==> config.mk <==
export PLATFORM = sky130hd
export DESIGN_NAME = cubic_bezier_flatten_core
export DESIGN_NICKNAME = d
export VERILOG_FILES = /design/src/rtl/bzf_pkg.sv /design/src/rtl/bzf_mul.sv /design/src/rtl/bzf_stk.sv /design/src/rtl/cubic_bezier_flatten_core.sv
export SDC_FILE = /design/constraint.sdc
export NUM_CORES = 2
export LEC_CHECK = 0
export ABC_AREA = 0
export BUFFER_PORTS_ARGS = -buffer_cell sky130_fd_sc_hd__buf_4
export CORE_ASPECT_RATIO = 1.1
export CORE_MARGIN = 2
export CORE_UTILIZATION = 65
export CTS_BUF_LIST = sky130_fd_sc_hd__clkbuf_4 sky130_fd_sc_hd__clkbuf_8 sky130_fd_sc_hd__clkbuf_16
export DETAILED_ROUTE_END_ITERATION = 10
export GPL_TIMING_DRIVEN = 0
export PLACE_DENSITY = 0.82
export SLEW_MARGIN = 40
export SYNTH_ARGS = -nofsm -noshare
export SYNTH_HDL_FRONTEND = slang
export SYNTH_SLANG_ARGS = --single-unit
==> constraint.sdc <==
create_clock -name i_clk -period 16.7 [get_ports i_clk]
set_input_delay 1.67 -clock i_clk [delete_from_list [all_inputs] [get_ports i_clk]]
set_output_delay 1.67 -clock i_clk [all_outputs]
set_load 0.005 [all_outputs]
==> src/rtl/bzf_pkg.sv <==
package bzf_pkg;

    localparam int DEF_MAX_DEPTH  = 6;
    localparam int DEF_COORD_BITS = 12;
    localparam int LIMIT_W        = 8;
    localparam logic [LIMIT_W-1:0] LIMIT_RESET = 8'd1;

endpackage

==> src/rtl/bzf_mul.sv <==
module bzf_mul #(
    parameter int W = 28
) (
    input  logic                  i_clk,
    input  logic signed [W-1:0]   i_a,
    input  logic signed [W-1:0]   i_b,
    output logic signed [2*W-1:0] o_p
);

    logic signed [2*W-1:0] r_p;

    always_ff @(posedge i_clk) begin
        r_p <= i_a * i_b;
    end

    assign o_p = r_p;

endmodule

==> src/rtl/bzf_stk.sv <==
module bzf_stk #(
    parameter int DEPTH = 7,
    parameter int DW    = 51
) (
    input  logic                     i_clk,
    input  logic                     i_we,
    input  logic [$clog2(DEPTH)-1:0] i_waddr,
    input  logic [DW-1:0]            i_wdata,
    input  logic [$clog2(DEPTH)-1:0] i_raddr,
    output logic [DW-1:0]            o_rdata
);

    logic [DW-1:0] r_mem [DEPTH];
    logic [DW-1:0] r_rdata;

    always_ff @(posedge i_clk) begin
        if (i_we) begin
            r_mem[i_waddr] <= i_wdata;
        end
        r_rdata <= r_mem[i_raddr];
    end

    assign o_rdata = r_rdata;

endmodule

==> src/rtl/cubic_bezier_flatten_core.sv <==
// A tested node passes S_TEST, S_AA to S_NN and S_CMP; it is split when its first inner point
// is far, without testing the second. A node at MAX_DEPTH is emitted untested, and each pop
// from the stack passes S_POP and S_LOAD. All products come from one shared multiplier.
// One curve is handled at a time, up to 2^(MAX_DEPTH+1)-1 nodes; a new curve is taken once
// the last word of the previous one is issued. Output stalls hold the sequencer in S_EMIT.
// Reset is synchronous and active low; it clears the sequencer, stack pointer and output valid.
module cubic_bezier_flatten_core #(
    parameter int MAX_DEPTH  = bzf_pkg::DEF_MAX_DEPTH,
    parameter int COORD_BITS = bzf_pkg::DEF_COORD_BITS
) (
    input  logic                        i_clk,
    input  logic                        i_rst_n,
    input  logic                        i_cfg_we,
    input  logic [bzf_pkg::LIMIT_W-1:0] i_cfg_wdata,
    input  logic                        i_valid,
    output logic                        o_ready,
    input  logic [COORD_BITS-1:0]       i_p0_x,
    input  logic [COORD_BITS-1:0]       i_p0_y,
    input  logic [COORD_BITS-1:0]       i_p1_x,
    input  logic [COORD_BITS-1:0]       i_p1_y,
    input  logic [COORD_BITS-1:0]       i_p2_x,
    input  logic [COORD_BITS-1:0]       i_p2_y,
    input  logic [COORD_BITS-1:0]       i_p3_x,
    input  logic [COORD_BITS-1:0]       i_p3_y,
    output logic                        o_valid,
    input  logic                        i_ready,
    output logic [COORD_BITS-1:0]       o_seg_x0,
    output logic [COORD_BITS-1:0]       o_seg_y0,
    output logic [COORD_BITS-1:0]       o_seg_x1,
    output logic [COORD_BITS-1:0]       o_seg_y1,
    output logic                        o_seg_last
);

    localparam int C    = COORD_BITS;
    localparam int DW   = C + 1;
    localparam int MW   = 2 * C + 4;
    localparam int PW   = 2 * MW;
    localparam int SD   = MAX_DEPTH + 1;
    localparam int IW   = $clog2(SD);
    localparam int SPW  = $clog2(SD + 1);
    localparam int LW   = $clog2(MAX_DEPTH + 1);
    localparam int EW   = LW + 8 * C;

    typedef enum logic [3:0] {
        S_IDLE, S_TEST, S_AA, S_BB, S_LL, S_LS, S_RH, S_NA, S_NB, S_NS,
        S_NN, S_CMP, S_SPLIT, S_EMIT, S_POP, S_LOAD
    } t_state;

    t_state                  r_state;
    logic [C-1:0]            r_px [4];
    logic [C-1:0]            r_py [4];
    logic [LW-1:0]           r_lvl;
    logic [SPW-1:0]          r_sp;
    logic                    r_k;
    logic signed [MW-1:0]    r_s;
    logic [PW-1:0]           r_rhs;
    logic signed [MW-1:0]    r_n;
    logic                    r_far;
    logic [bzf_pkg::LIMIT_W-1:0] r_limit;
    logic                    r_valid;
    logic [C-1:0]            r_ox0, r_oy0, r_ox1, r_oy1;
    logic                    r_olast;

    logic signed [MW-1:0]    m_a, m_b;
    logic signed [PW-1:0]    m_p;
    logic signed [DW-1:0]    a_d, b_d, dx_k, dy_k;
    logic [C-1:0]            px_k, py_k;
    logic [MW-1:0]           un;
    logic                    near;
    logic [C-1:0]            lx [4], ly [4], rx [4], ry [4];
    logic [EW-1:0]           st_wdata, st_rdata;
    logic                    st_we;

    function automatic logic [C-1:0] mid(input logic [C-1:0] a, input logic [C-1:0] b);
        logic [C:0] s;
        s = {1'b0, a} + {1'b0, b};
        return s[C:1];
    endfunction

    function automatic void halves(input logic [C-1:0] v [4],
                                   output logic [C-1:0] l [4],
                                   output logic [C-1:0] r [4]);
        logic [C-1:0] a1, a2, a3, b1, b2, c1;
        a1 = mid(v[0], v[1]);
        a2 = mid(v[1], v[2]);
        a3 = mid(v[2], v[3]);
        b1 = mid(a1, a2);
        b2 = mid(a2, a3);
        c1 = mid(b1, b2);
        l[0] = v[0]; l[1] = a1; l[2] = b1; l[3] = c1;
        r[0] = c1;   r[1] = b2; r[2] = a3; r[3] = v[3];
    endfunction

    always_comb begin
        halves(r_px, lx, rx);
        halves(r_py, ly, ry);
    end

    assign px_k = r_k ? r_px[2] : r_px[1];
    assign py_k = r_k ? r_py[2] : r_py[1];
    assign a_d  = $signed({1'b0, r_py[0]}) - $signed({1'b0, r_py[3]});
    assign b_d  = $signed({1'b0, r_px[3]}) - $signed({1'b0, r_px[0]});
    assign dx_k = $signed({1'b0, px_k}) - $signed({1'b0, r_px[0]});
    assign dy_k = $signed({1'b0, py_k}) - $signed({1'b0, r_py[0]});
    assign un   = r_n[MW-1] ? MW'(-r_n) : MW'(r_n);
    assign near = !r_far && ($unsigned(m_p) < r_rhs);

    always_comb begin
        m_a = '0;
        m_b = '0;
        case (r_state)
            S_AA: begin
                m_a = MW'(a_d);
                m_b = MW'(a_d);
            end
            S_BB: begin
                m_a = MW'(b_d);
                m_b = MW'(b_d);
            end
            S_LL: begin
                m_a = $signed(MW'(r_limit));
                m_b = $signed(MW'(r_limit));
            end
            S_LS: begin
                m_a = $signed(m_p[MW-1:0]);
                m_b = r_s;
            end
            S_NA: begin
                m_a = MW'(a_d);
                m_b = MW'(dx_k);
            end
            S_NB: begin
                m_a = MW'(b_d);
                m_b = MW'(dy_k);
            end
            S_NN: begin
                m_a = $signed(un);
                m_b = $signed(un);
            end
            default: begin
                m_a = '0;
                m_b = '0;
            end
        endcase
    end

    bzf_mul #(.W(MW)) u_mul (
        .i_clk (i_clk),
        .i_a   (m_a),
        .i_b   (m_b),
        .o_p   (m_p)
    );

    assign st_we    = (r_state == S_SPLIT);
    assign st_wdata = {r_lvl + 1'b1, ry[3], ry[2], ry[1], ry[0], rx[3], rx[2], rx[1], rx[0]};

    bzf_stk #(.DEPTH(SD), .DW(EW)) u_stk (
        .i_clk   (i_clk),
        .i_we    (st_we),
        .i_waddr (r_sp[IW-1:0]),
        .i_wdata (st_wdata),
        .i_raddr (IW'(r_sp - 1'b1)),
        .o_rdata (st_rdata)
    );

    always_ff @(posedge i_clk) begin
        if (!i_rst_n) begin
            r_state <= S_IDLE;
            r_sp    <= '0;
            r_valid <= 1'b0;
            r_limit <= bzf_pkg::LIMIT_RESET;
        end else begin
            if (i_cfg_we) begin
                r_limit <= i_cfg_wdata;
            end
            if (r_valid && i_ready && r_state != S_EMIT) begin
                r_valid <= 1'b0;
            end
            unique case (r_state)
                S_IDLE: begin
                    if (i_valid) begin
                        r_px[0] <= i_p0_x; r_px[1] <= i_p1_x;
                        r_px[2] <= i_p2_x; r_px[3] <= i_p3_x;
                        r_py[0] <= i_p0_y; r_py[1] <= i_p1_y;
                        r_py[2] <= i_p2_y; r_py[3] <= i_p3_y;
                        r_lvl   <= '0;
                        r_sp    <= '0;
                        r_state <= S_TEST;
                    end
                end
                S_TEST: begin
                    r_state <= (32'(r_lvl) >= MAX_DEPTH) ? S_EMIT : S_AA;
                end
                S_AA: r_state <= S_BB;
                S_BB: begin
                    r_s     <= m_p[MW-1:0];
                    r_state <= S_LL;
                end
                S_LL: begin
                    r_s     <= r_s + m_p[MW-1:0];
                    r_state <= S_LS;
                end
                S_LS: r_state <= S_RH;
                S_RH: begin
                    r_rhs   <= $unsigned(m_p);
                    r_k     <= 1'b0;
                    r_state <= S_NA;
                end
                S_NA: r_state <= S_NB;
                S_NB: begin
                    r_n     <= m_p[MW-1:0];
                    r_state <= S_NS;
                end
                S_NS: begin
                    r_n     <= r_n + m_p[MW-1:0];
                    r_state <= S_NN;
                end
                S_NN: begin
                    r_far   <= (un >> 32) != '0;
                    r_state <= S_CMP;
                end
                S_CMP: begin
                    if (!near) begin
                        r_state <= S_SPLIT;
                    end else if (!r_k) begin
                        r_k     <= 1'b1;
                        r_state <= S_NA;
                    end else begin
                        r_state <= S_EMIT;
                    end
                end
                S_SPLIT: begin
                    r_sp    <= r_sp + 1'b1;
                    r_px    <= lx;
                    r_py    <= ly;
                    r_lvl   <= r_lvl + 1'b1;
                    r_state <= S_TEST;
                end
                S_EMIT: begin
                    if (!r_valid || i_ready) begin
                        r_valid <= 1'b1;
                        r_ox0   <= r_px[0];
                        r_oy0   <= r_py[0];
                        r_ox1   <= r_px[3];
                        r_oy1   <= r_py[3];
                        r_olast <= (r_sp == '0);
                        r_state <= (r_sp == '0) ? S_IDLE : S_POP;
                    end
                end
                S_POP: begin
                    r_sp    <= r_sp - 1'b1;
                    r_state <= S_LOAD;
                end
                S_LOAD: begin
                    for (int i = 0; i < 4; i++) begin
                        r_px[i] <= st_rdata[i*C +: C];
                        r_py[i] <= st_rdata[(4+i)*C +: C];
                    end
                    r_lvl   <= st_rdata[8*C +: LW];
                    r_state <= S_TEST;
                end
                default: r_state <= S_IDLE;
            endcase
        end
    end

    assign o_ready    = (r_state == S_IDLE);
    assign o_valid    = r_valid;
    assign o_seg_x0   = r_ox0;
    assign o_seg_y0   = r_oy0;
    assign o_seg_x1   = r_ox1;
    assign o_seg_y1   = r_oy1;
    assign o_seg_last = r_olast;

`ifndef SYNTHESIS
    a_sp_bound: assert property (@(posedge i_clk) disable iff (!i_rst_n)
        32'(r_sp) <= SD)
        else $error("stack pointer beyond stack depth");
    a_idle_empty: assert property (@(posedge i_clk) disable iff (!i_rst_n)
        $past(i_rst_n) && o_ready |-> r_sp == '0)
        else $error("stack not empty while idle");
    a_busy_after_take: assert property (@(posedge i_clk) disable iff (!i_rst_n)
        i_valid && o_ready |=> !o_ready)
        else $error("ready right after taking a curve");
    a_push_depth: assert property (@(posedge i_clk) disable iff (!i_rst_n)
        r_state == S_SPLIT |-> 32'(r_lvl) < MAX_DEPTH)
        else $error("split at maximum depth");
`endif

endmodule
==> qor.txt <==
DR vias -> 61000
Fin crit share -> 82.8%
Placed Instances -> 9241
Total number of placement rows -> 135
Syn Nets -> 8699
Worst Hold Endpoint -> r_rhs[44]
Worst flop-to-flop path startpoint -> r_k
DPL Wire Length -> 216000 um
Setup slack, reg-to-reg -> 2.87 ns
Multi-input gate area -> 44600 um2
Fmax -> 72.3 MHz
Initial DRC Count -> 7559
Largest net degree at the start of global routing -> 22
Post-CTS setup buffer count -> 0
Synthesized instance count -> 7269
Cts bufs inserted -> 98
Slowest CP cell -> clkbuf_1
CTS resizes -> 0
CTS max path bufs -> 3
Synth top area share -> 35.3%
Post-Route WL -> 279000 um
Slew Limit Fails -> 0
Maximum vdd drop -> 0.149 mV
Avg WL per Cell -> 29.6 um
Worst hold path startpoint -> u_mul.o_p[44]
Routed vias/inst -> 6.47
Post-synthesis register bit count -> 1125
Final #Nets -> 9128
Lkg Pwr -> 39.1 nW
Util after Layout -> 72.7%
Syn. warnings -> 0
Vias in the first global route -> 63200
CP Max Fanout -> 10
Grt ovf -> 0
Worst EP required -> 17.31 ns
Yosys cell types -> 77
RePlAce Congestion -> 1.06
Router iterations before antenna repair -> 6
Slew headroom -> 35.5%
CTS tree -> yes
Main synth FF type -> edfxtp_1
Post-synthesis async set-or-reset flop share -> 0%
Mapped Area -> 81200 um2
Htree depth -> 3
Fill cells -> 8342
Max cap viols -> 0
Starting Density -> 65.7%
Count of clock tree sinks -> 1125
Post-CTS Hold Fix Bufs -> 0
Placed cell area -> 86300 um2
HP Class -> reg -> reg
R2R depth -> 38
Synth cell count leaders -> inv_1, edfxtp_1, nand2_1
Crit path launch type -> flop
Count leader, synth -> inv_1
Final hold vios -> 0
Setup Crit Path Kind -> reg -> reg
Post-synth EDFFs -> 954
Post-synthesis sequential area ratio -> 39.5%
Final min period -> 13.83 ns
Clock Pin Slew Worst Setup and Hold Paths -> 0.07 ns
Routed Antenna Nets -> 0
CP most frequent cell -> fa_1
# setup viols final -> 0
RSZ-0062 raised after global routing -> no
Worst path arrival time -> 14.44 ns
Pwr/cell area -> 97.2 nW/um2
Synth-to-Final Area Change -> 10.6%
Worst slew pin tran -> 0.965 ns
Worst path max stage delay -> 0.77 ns
Top Family by Delay on Critical Path -> adder cells
Global-route wire length before repair -> 411000 um
Die area -> 128000 um2
Critical path launch point -> r_k
Final cell count without fillers -> 9427
Synth area leaders -> edfxtp_1, fa_1, ha_1
Later-pin clock latency in the skew report -> 0.73 ns
GRT Total Usage -> 44.6%
Io pins -> 160
CTS Root Cell -> clkbuf_16
Initial antenna violation count -> 7
Register area -> 32100 um2
Avg Cell Area, Syn -> 11.2 um2
Final instance area -> 89800 um2
I/O Buffers -> 157
Hold depth -> 0
Core area -> 123000 um2
# DRC -> 0
Reg-to-Reg End -> u_mul.o_p[41]
Share of cells above drive strength 1 -> 11.1%
Number of buffers and inverters on the critical path -> 7
Final Power -> 8.73 mW
Status -> completed
Dominant cell type by area after synthesis -> edfxtp_1
Die Wd -> 341 um
Clk_skew -> 0.0376 ns
Crit end category -> flop
Chip height -> 375 um
[power by group]
part	leakage [nW]	total [mW]	internal (mW)	switching [mW]
registers	10.1	3.70	3.62	0.0784
clock network	1.64	2.38	1.29	1.09
logic	27.4	2.65	0.769	1.88
total	39.1	8.73	5.68	3.05
[through the flow]
stage / setup WS (ns) / hold WS, ns / setup TNS [ns]
floorplan: 5.00 / 0.412 / 0
global placement: -4.17 / 0.420 / -815.53
detailed placement: 3.37 / 0.425 / 0
CTS: 3.26 / 0.441 / 0
global route: 2.63 / 0.453 / 0
finish: 2.87 / 0.443 / 0
[layout make-up]
type	instances	area share (%)
Antenna cell	3	0.00836
Buffer	295	1.44
Clock buffer	122	2.99
Clock inverter	60	0.711
Inverter	1048	4.38
Multi-Input combinational cell	4801	49.6
Sequential cell	1125	35.7
Tap cell	1644	2.29
Timing Repair Buffer	329	2.84
[registers in the layout (all words and copies together), names as in the netlist, 28 cells and up]
| name | cells |
|---|---|
| u_stk.o_rdata | 99 |
| r_px | 36 |
| u_mul.o_p | 56 |
| r_s | 28 |
| r_py | 36 |
| u_stk.r_mem | 693 |
| r_n | 28 |
| r_rhs | 56 |
[per-layer routing]
| metal | GRT usage (%) | vias to the layer above | wire, um |
|---|---|---|---|
| met5 | 0 | - | 62 |
| met4 | 37.7 | 10 | 30400 |
| met3 | 8.68 | 1258 | 27000 |
| met2 | 72.3 | 4281 | 131000 |
| met1 | 51.3 | 30200 | 91000 |
| li1 | - | 25200 | - |
[worst max path at each step]
stage	slack, ns	cells past startpoint	endpoint
2_1_floorplan	5.00	5	u_stk.r_mem[3][0]
3_3_place_gp	-4.17	5	u_stk.r_mem[0][27]
3_5_place_dp	3.37	40	u_mul.o_p[55]
4_1_cts	3.26	40	u_mul.o_p[55]
5_1_grt	2.63	40	u_mul.o_p[55]
6_report	2.87	38	u_mul.o_p[41]
[logic make-up (layout without fill, tap and decap cells)]
group | count (synthesis) | in the layout | synth area share (%)
and+or+nand+nor | 1814 | 1814 | 9.46
buffers and inverters | 1343 | 1854 | 6.32
adders and majority gates | 1321 | 1321 | 28.1
AOI/OAI and AO/OA | 1150 | 1150 | 9.06
DFF | 1125 | 1125 | 39.5
xor gates and xnor gates | 276 | 276 | 2.98
muxes | 240 | 240 | 4.52
other | 0 | 3 | 0
[cell usage in the layout, fill, tap and decap left out, types with 28 or more instances in the layout]
cell / count
nand2_1: 882
o21bai_1: 28
edfxtp_1: 954
and2_1: 72
o21ai_0: 287
clkbuf_1: 157
a21o_1: 115
fa_1: 841
a22oi_1: 52
nand2b_1: 57
dfxtp_1: 171
a22o_1: 38
buf_4: 195
clkbuf_2: 68
mux2i_1: 119
nor2b_1: 45
buf_2: 150
nor3_1: 43
a21oi_1: 316
o21a_1: 30
clkbuf_16: 99
inv_1: 1047
nand3_1: 44
xnor2_1: 151
a211oi_1: 35
a211o_1: 42
mux4_2: 99
nor2_1: 554
ha_1: 480
xor2_1: 96
(Power assumes the default switching activity.)
